==> src/upd_pkg.sv <==
// Shared types, constants and helper function of the URL percent decoder.
package upd_pkg;

  localparam int unsigned ByteW    = 8;
  localparam int unsigned NibbleW  = 4;
  localparam int unsigned KindW    = 2;
  localparam int unsigned CfgIdxW  = 2;
  localparam int unsigned CfgDataW = 8;

  localparam logic [ByteW-1:0]   CharNul     = 8'h00;
  localparam logic [ByteW-1:0]   CharPercent = 8'h25;
  localparam logic [ByteW-1:0]   CharPlus    = 8'h2B;
  localparam logic [ByteW-1:0]   CharSpace   = 8'h20;
  localparam logic [NibbleW-1:0] NibbleMask  = 4'hF;

  localparam logic [ByteW-1:0] StopFirstRst  = 8'd61;
  localparam logic [ByteW-1:0] StopSecondRst = 8'd38;

  typedef enum logic [CfgIdxW-1:0] {
    CFG_STOP_FIRST  = 2'd0,
    CFG_FIRST_EN    = 2'd1,
    CFG_STOP_SECOND = 2'd2,
    CFG_SECOND_EN   = 2'd3
  } cfg_idx_e;

  typedef enum logic [KindW-1:0] {
    KIND_DATA  = 2'd0,
    KIND_STOP  = 2'd1,
    KIND_ERROR = 2'd2
  } kind_e;

  typedef enum logic [2:0] {
    MODE_PLAIN = 3'b001,
    MODE_HIGH  = 3'b010,
    MODE_LOW   = 3'b100
  } mode_e;

  typedef struct packed {
    logic [ByteW-1:0] stop_first;
    logic             first_en;
    logic [ByteW-1:0] stop_second;
    logic             second_en;
  } cfg_t;

  typedef struct packed {
    logic             valid;
    kind_e            kind;
    logic [ByteW-1:0] value;
    logic             done;
  } result_t;

  // Return {not_hex, digit}; digit is zero when the byte is not a hex digit.
  function automatic logic [NibbleW:0] hex_value(input logic [ByteW-1:0] b);
    logic [ByteW-1:0] diff;
    logic [NibbleW:0] res;
    diff = '0;
    res  = {1'b1, {NibbleW{1'b0}}};
    if (b >= 8'h30 && b <= 8'h39) begin
      diff = b - 8'h30;
      res  = {1'b0, diff[NibbleW-1:0]};
    end else if (b >= 8'h61 && b <= 8'h66) begin
      diff = b - 8'h57;
      res  = {1'b0, diff[NibbleW-1:0]};
    end else if (b >= 8'h41 && b <= 8'h46) begin
      diff = b - 8'h37;
      res  = {1'b0, diff[NibbleW-1:0]};
    end
    return res;
  endfunction

endpackage

==> src/upd_stream_if.sv <==
// Valid/ready stream interfaces for the decoder input and result channels.
interface upd_in_if;
  logic                    valid;
  logic                    ready;
  logic [upd_pkg::ByteW-1:0] in_byte;
  logic                    end_of_input;

  modport source (output valid, output in_byte, output end_of_input, input ready);
  modport sink   (input valid, input in_byte, input end_of_input, output ready);
endinterface

interface upd_out_if;
  logic                      valid;
  logic                      ready;
  logic [upd_pkg::KindW-1:0] result_kind;
  logic [upd_pkg::ByteW-1:0] result_value;
  logic                      stream_done;

  modport source (output valid, output result_kind, output result_value,
                  output stream_done, input ready);
  modport sink   (input valid, input result_kind, input result_value,
                  input stream_done, output ready);
endinterface

==> src/upd_cfg_regs.sv <==
// Configuration registers for the stop characters and their enables.
module upd_cfg_regs (
  input  logic                         clk_i,
  input  logic                         rst_ni,
  input  logic                         cfg_we_i,
  input  logic [upd_pkg::CfgIdxW-1:0]  cfg_index_i,
  input  logic [upd_pkg::CfgDataW-1:0] cfg_wdata_i,
  output upd_pkg::cfg_t                cfg_o
);

  upd_pkg::cfg_t cfg_q, cfg_d;

  always_comb begin
    cfg_d = cfg_q;
    if (cfg_we_i) begin
      case (upd_pkg::cfg_idx_e'(cfg_index_i))
        upd_pkg::CFG_STOP_FIRST:  cfg_d.stop_first  = cfg_wdata_i;
        upd_pkg::CFG_FIRST_EN:    cfg_d.first_en    = cfg_wdata_i[0];
        upd_pkg::CFG_STOP_SECOND: cfg_d.stop_second = cfg_wdata_i;
        upd_pkg::CFG_SECOND_EN:   cfg_d.second_en   = cfg_wdata_i[0];
        default: cfg_d = cfg_q;
      endcase
    end
  end

  always_ff @(posedge clk_i or negedge rst_ni) begin
    if (!rst_ni) begin
      cfg_q.stop_first  <= upd_pkg::StopFirstRst;
      cfg_q.first_en    <= 1'b0;
      cfg_q.stop_second <= upd_pkg::StopSecondRst;
      cfg_q.second_en   <= 1'b0;
    end else begin
      cfg_q <= cfg_d;
    end
  end

  assign cfg_o = cfg_q;

endmodule

==> src/upd_step.sv <==
// Decode step: escape mode, held high nibble and the per-byte result logic.
module upd_step (
  input  logic                       clk_i,
  input  logic                       rst_ni,
  input  logic                       advance_i,
  input  logic [upd_pkg::ByteW-1:0]  in_byte_i,
  input  logic                       end_of_input_i,
  input  upd_pkg::cfg_t              cfg_i,
  output upd_pkg::result_t           res_o
);

  upd_pkg::mode_e                mode_q, mode_d;
  logic [upd_pkg::NibbleW-1:0]   nibble_q, nibble_d;
  logic [upd_pkg::NibbleW:0]     hex;
  logic                          not_hex;
  logic [upd_pkg::NibbleW-1:0]   digit;
  logic                          stop_hit;

  assign hex     = upd_pkg::hex_value(in_byte_i);
  assign not_hex = hex[upd_pkg::NibbleW];
  assign digit   = hex[upd_pkg::NibbleW-1:0] & upd_pkg::NibbleMask;

  assign stop_hit = (in_byte_i == upd_pkg::CharNul)
                 || (cfg_i.first_en  && in_byte_i == cfg_i.stop_first)
                 || (cfg_i.second_en && in_byte_i == cfg_i.stop_second);

  always_comb begin
    mode_d       = mode_q;
    nibble_d     = nibble_q;
    res_o.valid  = 1'b0;
    res_o.kind   = upd_pkg::KIND_DATA;
    res_o.value  = in_byte_i;
    res_o.done   = end_of_input_i;
    case (mode_q)
      upd_pkg::MODE_HIGH: begin
        if (not_hex || end_of_input_i) begin
          mode_d      = upd_pkg::MODE_PLAIN;
          res_o.valid = 1'b1;
          res_o.kind  = upd_pkg::KIND_ERROR;
          res_o.value = '0;
          res_o.done  = 1'b0;
        end else begin
          nibble_d = digit;
          mode_d   = upd_pkg::MODE_LOW;
        end
      end
      upd_pkg::MODE_LOW: begin
        mode_d      = upd_pkg::MODE_PLAIN;
        res_o.valid = 1'b1;
        if (not_hex) begin
          res_o.kind  = upd_pkg::KIND_ERROR;
          res_o.value = '0;
          res_o.done  = 1'b0;
        end else begin
          res_o.value = {nibble_q, digit};
        end
      end
      default: begin
        mode_d = upd_pkg::MODE_PLAIN;
        if (in_byte_i == upd_pkg::CharPercent) begin
          if (end_of_input_i) begin
            res_o.valid = 1'b1;
            res_o.kind  = upd_pkg::KIND_ERROR;
            res_o.value = '0;
            res_o.done  = 1'b0;
          end else begin
            mode_d = upd_pkg::MODE_HIGH;
          end
        end else if (stop_hit) begin
          res_o.valid = 1'b1;
          res_o.kind  = upd_pkg::KIND_STOP;
        end else if (in_byte_i == upd_pkg::CharPlus) begin
          res_o.valid = 1'b1;
          res_o.value = upd_pkg::CharSpace;
        end else begin
          res_o.valid = 1'b1;
        end
      end
    endcase
  end

  // Advance the mode only when the held byte is taken from the input register.
  always_ff @(posedge clk_i or negedge rst_ni) begin
    if (!rst_ni) begin
      mode_q   <= upd_pkg::MODE_PLAIN;
      nibble_q <= '0;
    end else if (advance_i) begin
      mode_q   <= mode_d;
      nibble_q <= nibble_d;
    end
  end

endmodule

==> src/url_percent_decoder_top.sv <==
// A byte is decoded from the input register and its result goes to the result
// register. Throughput: one byte per cycle unless results stall; the input and
// result registers let a byte in while a finished result waits to be taken.
// Bytes that open or continue an escape move through without a result.
// Reset (rst_ni low, asynchronous) clears both stages, returns to plain mode
// and loads the stop characters '=' and '&' with both enables off.
module url_percent_decoder_top (
  input  logic                         clk_i,
  input  logic                         rst_ni,
  upd_in_if.sink                       in_s,
  upd_out_if.source                    out_m,
  input  logic                         cfg_we_i,
  input  logic [upd_pkg::CfgIdxW-1:0]  cfg_index_i,
  input  logic [upd_pkg::CfgDataW-1:0] cfg_wdata_i
);

  upd_pkg::cfg_t             cfg;
  upd_pkg::result_t          res;

  logic                      in_valid_q, in_valid_d;
  logic [upd_pkg::ByteW-1:0] in_byte_q;
  logic                      in_last_q;
  logic                      out_valid_q, out_valid_d;
  upd_pkg::kind_e            out_kind_q;
  logic [upd_pkg::ByteW-1:0] out_value_q;
  logic                      out_done_q;
  logic                      advance;
  logic                      in_ready;

  upd_cfg_regs u_cfg (
    .clk_i,
    .rst_ni,
    .cfg_we_i,
    .cfg_index_i,
    .cfg_wdata_i,
    .cfg_o (cfg)
  );

  upd_step u_step (
    .clk_i,
    .rst_ni,
    .advance_i      (advance),
    .in_byte_i      (in_byte_q),
    .end_of_input_i (in_last_q),
    .cfg_i          (cfg),
    .res_o          (res)
  );

  assign advance  = in_valid_q && (!out_valid_q || out_m.ready);
  assign in_ready = !in_valid_q || advance;
  assign in_s.ready = in_ready;

  always_comb begin
    in_valid_d = in_valid_q;
    if (in_ready) in_valid_d = in_s.valid;
    out_valid_d = out_valid_q;
    if (advance) begin
      out_valid_d = res.valid;
    end else if (out_m.ready) begin
      out_valid_d = 1'b0;
    end
  end

  always_ff @(posedge clk_i or negedge rst_ni) begin
    if (!rst_ni) begin
      in_valid_q  <= 1'b0;
      out_valid_q <= 1'b0;
    end else begin
      in_valid_q  <= in_valid_d;
      out_valid_q <= out_valid_d;
    end
  end

  // Hold payloads until the next transaction loads them.
  always_ff @(posedge clk_i) begin
    if (in_ready && in_s.valid) begin
      in_byte_q <= in_s.in_byte;
      in_last_q <= in_s.end_of_input;
    end
    if (advance && res.valid) begin
      out_kind_q  <= res.kind;
      out_value_q <= res.value;
      out_done_q  <= res.done;
    end
  end

  assign out_m.valid        = out_valid_q;
  assign out_m.result_kind  = out_kind_q;
  assign out_m.result_value = out_value_q;
  assign out_m.stream_done  = out_done_q;

endmodule

==> src/flat_wrapper.sv <==
// flat-port wrapper written by rule: the top's interface ports become plain ports
module url_percent_decoder_top_flat 
  (clk_i, rst_ni, cfg_we_i, cfg_index_i, cfg_wdata_i, in_s_valid, in_s_in_byte, in_s_end_of_input, in_s_ready, out_m_valid, out_m_result_kind, out_m_result_value, out_m_stream_done, out_m_ready);
  upd_in_if in_s_i ();
  upd_out_if out_m_i ();
  input  logic clk_i;
  input  logic rst_ni;
  input  logic cfg_we_i;
  input  logic [upd_pkg::CfgIdxW-1:0] cfg_index_i;
  input  logic [upd_pkg::CfgDataW-1:0] cfg_wdata_i;
  input wire logic [$bits(in_s_i.valid)-1:0] in_s_valid;
  input wire logic [$bits(in_s_i.in_byte)-1:0] in_s_in_byte;
  input wire logic [$bits(in_s_i.end_of_input)-1:0] in_s_end_of_input;
  output wire logic [$bits(in_s_i.ready)-1:0] in_s_ready;
  output wire logic [$bits(out_m_i.valid)-1:0] out_m_valid;
  output wire logic [$bits(out_m_i.result_kind)-1:0] out_m_result_kind;
  output wire logic [$bits(out_m_i.result_value)-1:0] out_m_result_value;
  output wire logic [$bits(out_m_i.stream_done)-1:0] out_m_stream_done;
  input wire logic [$bits(out_m_i.ready)-1:0] out_m_ready;
  assign in_s_i.valid = in_s_valid;
  assign in_s_i.in_byte = in_s_in_byte;
  assign in_s_i.end_of_input = in_s_end_of_input;
  assign in_s_ready = in_s_i.ready;
  assign out_m_valid = out_m_i.valid;
  assign out_m_result_kind = out_m_i.result_kind;
  assign out_m_result_value = out_m_i.result_value;
  assign out_m_stream_done = out_m_i.stream_done;
  assign out_m_i.ready = out_m_ready;
  url_percent_decoder_top u_core (.clk_i(clk_i), .rst_ni(rst_ni), .in_s(in_s_i), .out_m(out_m_i), .cfg_we_i(cfg_we_i), .cfg_index_i(cfg_index_i), .cfg_wdata_i(cfg_wdata_i));
endmodule
==> config.mk <==
export PLATFORM = sky130hd
export DESIGN_NAME = url_percent_decoder_top_flat
export DESIGN_NICKNAME = d
export VERILOG_FILES = /design/src/upd_pkg.sv /design/src/upd_stream_if.sv /design/src/upd_cfg_regs.sv /design/src/upd_step.sv /design/src/url_percent_decoder_top.sv /design/src/flat_wrapper.sv
export SDC_FILE = /design/constraint.sdc
export NUM_CORES = 1
export LEC_CHECK = 0
export ABC_AREA = 1
export BUFFER_PORTS_ARGS = -buffer_cell sky130_fd_sc_hd__buf_2
export CORE_UTILIZATION = 38
export DETAILED_ROUTE_END_ITERATION = 10
export GPL_ROUTABILITY_DRIVEN = 0
export SYNTH_ARGS = -nofsm -noshare
export SYNTH_HDL_FRONTEND = slang
export SYNTH_HIERARCHICAL = 1
export SYNTH_SLANG_ARGS = --single-unit
==> constraint.sdc <==
create_clock -name clk_i -period 4.4 [get_ports clk_i]
set_clock_uncertainty 0.05 [all_clocks]
set_input_delay 0.88 -clock clk_i [delete_from_list [all_inputs] [get_ports clk_i]]
set_output_delay 0.88 -clock clk_i [all_outputs]
set_load 0.01 [all_outputs]
# ---- Yosys cells after proc, flatten, opt, wreduce, memory -nomap -nowiden
# Index checks and enable logic that the tools add are counted.
dict set report op_classes {
  eq_ne 9
  n_reduce_logical 23
  magnitude_cmp 6
  add_sub_neg 3
  n_mux 20
  bitwise_logic 1
}
# op count
set ops {}
lappend ops {{12-bit 2-to-1 mux} 2}
lappend ops {{8-bit 2-to-1 mux} 3}
lappend ops {{12-bit one-hot mux with 2 select lines} 1}
lappend ops {{8-bit by 6-bit equality test with 1-bit output, second input constant} 2}
lappend ops {{8-bit equality test} 2}
lappend ops {{8-bit by 7-bit greater-or-equal comparator with 1-bit output, second input constant} 2}
lappend ops {{8-bit by 7-bit less-or-equal comparator with 1-bit output, second input constant} 2}
lappend ops {{5-bit 2-to-1 mux} 3}
lappend ops {{11-bit 2-to-1 mux} 1}
lappend ops {{8-bit by 6-bit greater-or-equal comparator with 1-bit output, second input constant} 1}
lappend ops {{8-bit by 6-bit less-or-equal comparator with 1-bit output, second input constant} 1}
lappend ops {{1-bit logical AND} 8}
lappend ops {{8-bit zero test} 1}
lappend ops {{2-bit AND reduction} 4}
lappend ops {{4-bit by 3-bit subtractor with 4-bit output, second input constant} 2}
lappend ops {{3-bit 2-to-1 mux} 2}
lappend ops {{3-bit one-hot mux with 2 select lines} 1}
lappend ops {{1-bit logical OR} 5}
lappend ops {{1-bit 2-to-1 mux} 5}
lappend ops {{2-bit equality test, second input constant} 2}
lappend ops {{2-bit 2-to-1 mux} 2}
lappend ops {{4-bit by 1-bit subtractor with 4-bit output, second input constant} 1}
lappend ops {{3-bit by 2-bit equality test with 1-bit output, second input constant} 1}
lappend ops {{3-bit equality test, second input constant} 1}
lappend ops {{6 further kinds} 7}
dict set report totals {
  output_inout_bits 13
  in_bits 24
  register_bits 47
  elab_cells 75
}

# ---- Depth between registers and ports, before layout
# Gate-level depths: netlist (run 1).
dict set report depth {
  depth_word 9
  ltp_mapped 12
  depth_no_buf 12
}

# ---- Cells and area by module
# Netlist (run 1), hierarchy kept.
# module area_each_um2 cells_each seq_area_each_um2 n_inst
set modules_own_cells {}
lappend modules_own_cells {upd_step 1072.3 183 176.4 1}
lappend modules_own_cells {upd_cfg_regs 798.3 82 460.4 1}
lappend modules_own_cells {url_percent_decoder_top 706.9 35 650.6 1}

# ---- Worst setup path before layout (run 1)
# No wires, ideal clock.
dict set report synth_timing {
  path_kind {reg-to-reg}
  from {register u_core/in_byte_q[0] (netlist bit)}
  to {register u_core.out_kind_q[0], in the netlist u_core/out_m.result_kind[0] (enable)}
  t_required_ps 3972
  n_path_buf 1
  arrival_ps 2048
  path_stages_with_launch 13
  period_less_slack_ps 2477
  path_slack_ps 1923
  setup_time_ps 378
  cell_sequence {edfxtp_1 -> inv_1 -> ha_1 -> o21ai_2 -> nand2_2 -> nand2_4 -> nand2_4 -> nand2_4 -> nand2_2 -> nand3_2 -> buf_4 -> inv_1 -> nor2_1}
}
# item line
set synth_lines {}
lappend synth_lines {{start, declared} url_percent_decoder_top.sv:21} ;# logic [upd_pkg::ByteW-1:0] in_byte_q;
lappend synth_lines {{start signal, assigned} url_percent_decoder_top.sv:77} ;# in_byte_q <= in_s.in_byte;
lappend synth_lines {{end signal, assigned} url_percent_decoder_top.sv:81} ;# out_kind_q <= res.kind;
lappend synth_lines {{end, declared} url_percent_decoder_top.sv:24} ;# upd_pkg::kind_e out_kind_q;

==> qor.yml, run 1 <==
logic_synthesis:
  synth_seq_cells: 47
  yosysSeqAreaShare: 0.500
  syn-mean-instance-area_um2: 8.59
  synthArstFlopShare: 0.574
  synth.area.top_cells: "edfxtp_1, dfrtp_1, nand2_1, dfstp_2, nand3_1"
  ys.flop_type: "edfxtp_1"
  ys_warn_count: 6
  syn_area_um2: 2580
  synthCells: 300
  synth_largest_area_cell: "edfxtp_1"
  yosysTopAreaCellShare: 0.233
  synth_cell_type_count: 36
  synth_enable_flop_cells: 20
  synth_fp_nets: 327
placement:
  port_buffers: 36
  dpl.hpwl_um: 4460
  dp.cells: 408
critical_path:
  crit_arrival_ns: 2.61
  crit_required_ns: 4.27
  cp_max_fo: 11
  critPathKind: "register to register"
  reg2reg_slack_ns: 1.66
  rr_worst_depth: 11
  r2r_end: "u_core/out_m.result_value[0]"
  critPathCaptureType: "register"
  startpoint_type: "register"
  r2r-start: "u_core/in_byte_q[0]"
grt:
  grt_pass1_wl_um: 9850
  antenna_found_initial: 0
  grt_util_all_layers: 0.178
  grt_pass1_vias: 2043
  grt.overflow.total: 0
  grt_max_degree: 28
clock_tree:
  cts_htree_levels: 2
  cts_hold_buf: 0
  clkTransAtPathRegs_ns: 0.09
  clkSinkCount: 47
  clock_latency_ns: 0.30
  postCtsSetupRepairBufs: 0
  numCtsBuffers: 5
  clk_path_buf_depth: 2
  ctsResizeCount: 0
  cts_root_buffer: "clkbuf_8"
  cts_tree: "built"
pwr:
  p_int_uw: 680
  p_comb_frac: 0.159
  power.share.switching: 0.282
  cellPowerDensity_nw_per_um2: 328
  peakVddDrop_v: 0.000174
  p_leak_nw: 1.40
  total_power_uw: 947
  p_switching_uw: 267
  p_seq_frac: 0.582
  p_clk_frac: 0.259
layout:
  final_common_cell: "nand2_1"
  layout.cells.non_filler: 416
  nNetsFinal: 365
  drive_gt1_frac: 0.242
  syn_to_final_growth_pct: 12.0
  final_cell_mix: "nand2_1, buf_2, nand3_1"
  antenna-diode-count: 0
min_path:
  hold_depth: 2
  hold_end: "u_core/u_cfg/cfg_o[6]"
  min_from: "u_core/u_cfg/cfg_o[6]"
  min_path_type: "register to register"
route:
  drt-total-wl_um: 5740
  first_pass_iters: 4
  vias: 2094
  drc_errors: 0
  drt_iter0_drc: 149
  postRouteAntennaNets: 0
  viasPerCell: 5.03
  wl_per_cell_um: 13.8
timing:
  hold-worst-slack_ns: 0.419
  grt_setup_unrepaired: "no"
  worstMarginPinSlew_ns: 0.827
  fin_crit_ns: 2.74
  setup_viol: 0
  finalHoldViolCount: 0
  fin_crit_sh: 0.622
  drv_slew: 0
  max_freq_mhz: 365
  slew_headroom: 0.447
  finalSetupTns_ns: 0
die:
  io_pins: 37
  core-area_um2: 6460
  dieWidth_um: 84.4
  fp.dieArea_um2: 7120
  dieHeight_um: 84.4
  num_rows: 29
  start_util: 0.399
outcome:
  status: "finished clean"
job:
  max-cap-violations: 0
## worst max path at each step
stage	startpoint	to	slack, ns
global route	u_core/in_byte_q[0]	u_core/out_m.result_value[0]	1.45
CTS	u_core/in_byte_q[0]	u_core/out_m.result_value[0]	1.69
finish	u_core/in_byte_q[0]	u_core/out_m.result_value[0]	1.66
floorplan	u_core/in_byte_q[0]	u_core/out_m.result_kind[0]	1.92
global placement	u_core/in_byte_q[0]	u_core/out_m.result_kind[0]	1.78
detailed placement	u_core/in_byte_q[0]	u_core/out_m.result_kind[0]	1.69
## area by class of cell
cell class              instances  area, µm²
fillers                       691       3570
flip-flops and latches         47       1290
multi-input cells             206       1080
repair buffers                 36        180
inverters                      42        165
well taps                      77       96.3
clock buffers                   6       72.6
clock inverters                 2       8.76
## worst max-delay path, stage by stage, from the launching register on
cell and delay [ns]:
edfxtp_1 0.53, inv_1 0.14, ha_1 0.26, o21ai_2 0.15, nand2_2 0.08, nand2_4 0.12, nand2_4 0.09, nand2_4 0.09
nand2_2 0.07, nand3_2 0.08, inv_1 0.05, nor2_1 0.64
## cells in the mapped netlist (2+ instances only)
master    number
nand2_1       96
nand3_1       33
inv_1         31
edfxtp_1      20
dfrtp_1       18
nor2_1        14
nand4_1       12
dfstp_2        9
inv_2          8
o21ai_0        7
o21ai_1        6
nand2_2        4
nand2_4        4
nand3_2        4
buf_6          3
ha_1           3
o22ai_1        3
buf_4          2
nand3_4        2
nor3_1         2
nor3_2         2
xnor2_1        2
xor2_1         2
## flip-flops by register name, summed over array words and instances (netlist names)
| name | count |
|---|---|
| u_core/u_cfg/cfg_o | 18 |
| u_core/in_byte_q | 8 |
| u_core/out_m.result_value | 8 |
| u_core/u_step/nibble_q | 4 |
| u_core/u_step/mode_q | 3 |
| u_core/out_m.result_kind | 2 |
| u_core/in_last_q | 1 |
| u_core/in_valid_q | 1 |
| u_core/out_m.stream_done | 1 |
| u_core/out_m.valid | 1 |
## per-layer routing
metal / global-route usage / vias to the layer above / share of wire / wire length [µm]
met2: 0.306 / 57 / 0.51 / 2920
li1: - / 1052 / - / -
met5: 0 / - / 0 / 0
met3: 0.0285 / 10 / 0.038 / 220
met1: 0.228 / 975 / 0.44 / 2520
met4: 0.0647 / 0 / 0.014 / 80
## stage by stage
| stage | utilization | setup WS, ns | cell area [µm²] |
|---|---|---|---|
| after CTS | 0.447 | 1.69 | 2890 |
| after global routing | 0.447 | 1.45 | 2890 |
| after detailed placement | 0.434 | 1.69 | 2810 |
| after floorplan | - | 1.92 | 2580 |
| final | 0.447 | 1.66 | 2890 |
| after global placement | 0.434 | 1.78 | 2810 |
## cell families (layout without fill, tap and decap cells)
logic type,Yosys count,count (layout),share of synthesized area
AO/OA/AOI/OAI,21,21,0.0471
XOR/XNOR,4,4,0.0136
adder cells (fa/ha/maj),3,3,0.0146
buffers and inverters,47,86,0.0830
flip-flops,47,47,0.500
AND/OR/NAND/NOR,178,178,0.342
## power groups by stage
stage / clock network, mW / logic (mW) / registers (mW)
detailed placement: 0 / 0.153 / 0.560
global placement: 0 / 0.150 / 0.559
floorplan: 0 / 0.102 / 0.553
global route: 0.271 / 0.177 / 0.557
CTS: 0.259 / 0.153 / 0.552
finish: 0.245 / 0.151 / 0.551
No activity file was read; power rests on OpenSTA's default activity.
==> run 2: changes to the inputs <==
clock period = 2.85 ns   (was 4.4 ns; I/O delays follow)
==> qor.yml, run 2 (synthesis results as in run 1) <==
critical_path:
  reg2reg_slack_ns: 0.54  # was 1.66 ns
  critPathCaptureType: "register"  # unchanged
  crit_arrival_ns: 2.27  # was 2.61 ns
  critPathKind: "register to register"  # unchanged
  r2r_end: "u_core/out_m.result_kind[0]"  # was u_core/out_m.result_value[0]
  startpoint_type: "register"  # unchanged
  r2r-start: "u_core/in_byte_q[0]"  # unchanged
  crit_required_ns: 2.81  # was 4.27 ns
  rr_worst_depth: 12  # was 11
  cp_max_fo: 11  # unchanged
die:
  io_pins: 37  # unchanged
  num_rows: 29  # unchanged
  fp.dieArea_um2: 7120  # unchanged
  core-area_um2: 6460  # unchanged
  dieHeight_um: 84.4  # unchanged
  start_util: 0.399  # unchanged
  dieWidth_um: 84.4  # unchanged
layout:
  final_cell_mix: "nand2_1, buf_2, nand3_1"  # unchanged
  syn_to_final_growth_pct: 12.7  # was 12.0%
  largest_reg_flops: 18  # unchanged
  layout.cells.non_filler: 417  # was 416
  nNetsFinal: 366  # was 365
  drive_gt1_frac: 0.247  # was 0.242
  final_common_cell: "nand2_1"  # unchanged
  antenna-diode-count: 0  # unchanged
clock_tree:
  cts_tree: "built"  # unchanged
  cts_hold_buf: 0  # unchanged
  clock_latency_ns: 0.29  # was 0.30 ns
  ctsResizeCount: 0  # unchanged
  clkTransAtPathRegs_ns: 0.09  # about the same
  numCtsBuffers: 5  # unchanged
  cts_root_buffer: "clkbuf_8"  # unchanged
  clk_path_buf_depth: 2  # unchanged
  cts_htree_levels: 2  # unchanged
  clkSinkCount: 47  # unchanged
  postCtsSetupRepairBufs: 0  # unchanged
placement:
  port_buffers: 36  # unchanged
  dp.cells: 409  # was 408
  dpl.hpwl_um: 4350  # was 4460 µm
grt:
  grt_pass1_wl_um: 9480  # was 9850 µm
  antenna_found_initial: 0  # unchanged
  grt.overflow.total: 0  # unchanged
  grt_util_all_layers: 0.170  # was 0.178
  grt_max_degree: 28  # unchanged
  grt_pass1_vias: 2030  # was 2043
route:
  drc_errors: 0  # unchanged
  first_pass_iters: 5  # was 4
  drt_iter0_drc: 143  # was 149
  vias: 2077  # was 2094
  wl_per_cell_um: 13.5  # was 13.8 µm
  viasPerCell: 4.98  # was 5.03
  drt-total-wl_um: 5640  # was 5740 µm
  postRouteAntennaNets: 0  # unchanged
timing:
  fin_crit_sh: 0.810  # was 0.622
  grt_setup_unrepaired: "no"  # unchanged
  finalSetupTns_ns: 0  # unchanged
  drv_slew: 0  # unchanged
  max_freq_mhz: 433  # was 365 MHz
  fin_crit_ns: 2.31  # was 2.74 ns
  finalHoldViolCount: 0  # unchanged
  setup_viol: 0  # unchanged
  slew_headroom: 0.585  # was 0.447
  worstMarginPinSlew_ns: 0.623  # was 0.827 ns
pwr:
  p_seq_frac: 0.565  # was 0.582
  p_comb_frac: 0.156  # was 0.159
  p_int_mw: 1.08  # was 680 µW
  p_leak_nw: 1.41  # was 1.40 nW
  cellPowerDensity_nw_per_um2: 517  # was 328 nW/µm²
  power.share.switching: 0.281  # was 0.282
  p_clk_frac: 0.278  # was 0.259
  peakVddDrop_v: 0.000242  # was 0.000174 V
  p_switching_uw: 422  # was 267 µW
min_path:
  min_path_type: "input pin to asynchronous set/reset pin"  # was register to register
job:
  max-cap-violations: 0  # unchanged
outcome:
  status: "finished clean"  # unchanged
==> run 2: changes by cell type in the layout (fill, tap and decap cells not counted), sizes merged <==
cell / delta
clkinv: -1
buf: +1
clkbuf: +1
==> run 2: metrics by stage <==
stage	setup WS [ns]	total power [mW]	utilization	hold WS [ns]	area, µm²
floorplan	0.373	1.01	-	0.224	2580
global route	0.395	1.59	0.450	0.270	2900
CTS	0.538	1.52	0.450	0.255	2900
global placement	0.648	1.10	0.435	0.405	2810
finish	0.540	1.50	0.450	0.234	2900
detailed placement	0.542	1.10	0.435	0.408	2810
==> run 2: power by group through the flow <==
stage / clock network [mW] / logic (mW) / registers (mW)
global placement: 0 / 0.233 / 0.862
detailed placement: 0 / 0.237 / 0.863
global route: 0.458 / 0.270 / 0.860
finish: 0.418 / 0.235 / 0.849
CTS: 0.430 / 0.238 / 0.850
floorplan: 0 / 0.158 / 0.853
==> run 2: worst max path at each step <==
stage                                   start                            to  slack, ns  cells past startpoint
final                     u_core/in_byte_q[0]   u_core/out_m.result_kind[0]       0.54                     12
after global routing      u_core/in_byte_q[0]  u_core/out_m.result_value[6]       0.40                     12
after CTS                 u_core/in_byte_q[0]  u_core/out_m.result_value[4]       0.54                     12
after detailed placement  u_core/in_byte_q[0]   u_core/out_m.result_kind[0]       0.54                     12
after global placement    u_core/in_byte_q[0]  u_core/out_m.result_value[3]       0.65                     12
after floorplan           u_core/in_byte_q[0]   u_core/out_m.result_kind[0]       0.37                     12
==> run 2: critical path: stages (launching register included) <==
cell and delay [ns]:
edfxtp_1 0.53, inv_1 0.15, ha_1 0.26, o21ai_2 0.16, nand2_2 0.09, nand2_4 0.12, nand2_4 0.09, nand2_4 0.09
nand2_2 0.08, nand3_2 0.09, inv_1 0.05, nor2_1 0.09, buf_4 0.19
==> run 2: layout make-up <==
| class | instances | area, µm² |
|---|---|---|
| Fill cell | 678 | 3550 |
| Sequential cell | 47 | 1290 |
| Multi-Input combinational cell | 206 | 1080 |
| Timing Repair Buffer | 37 | 188 |
| Inverter | 42 | 165 |
| Tap cell | 77 | 96.3 |
| Clock buffer | 7 | 86.3 |
| Clock inverter | 1 | 5.00 |
==> run 2: routing by layer <==
layer	share of wire	vias to the layer above	wire [µm]	track usage
li1	-	1054	-	-
met1	0.44	950	2480	0.209
met2	0.49	59	2750	0.296
met3	0.044	14	247	0.0334
met4	0.027	0	155	0.0678
met5	0	-	0	0
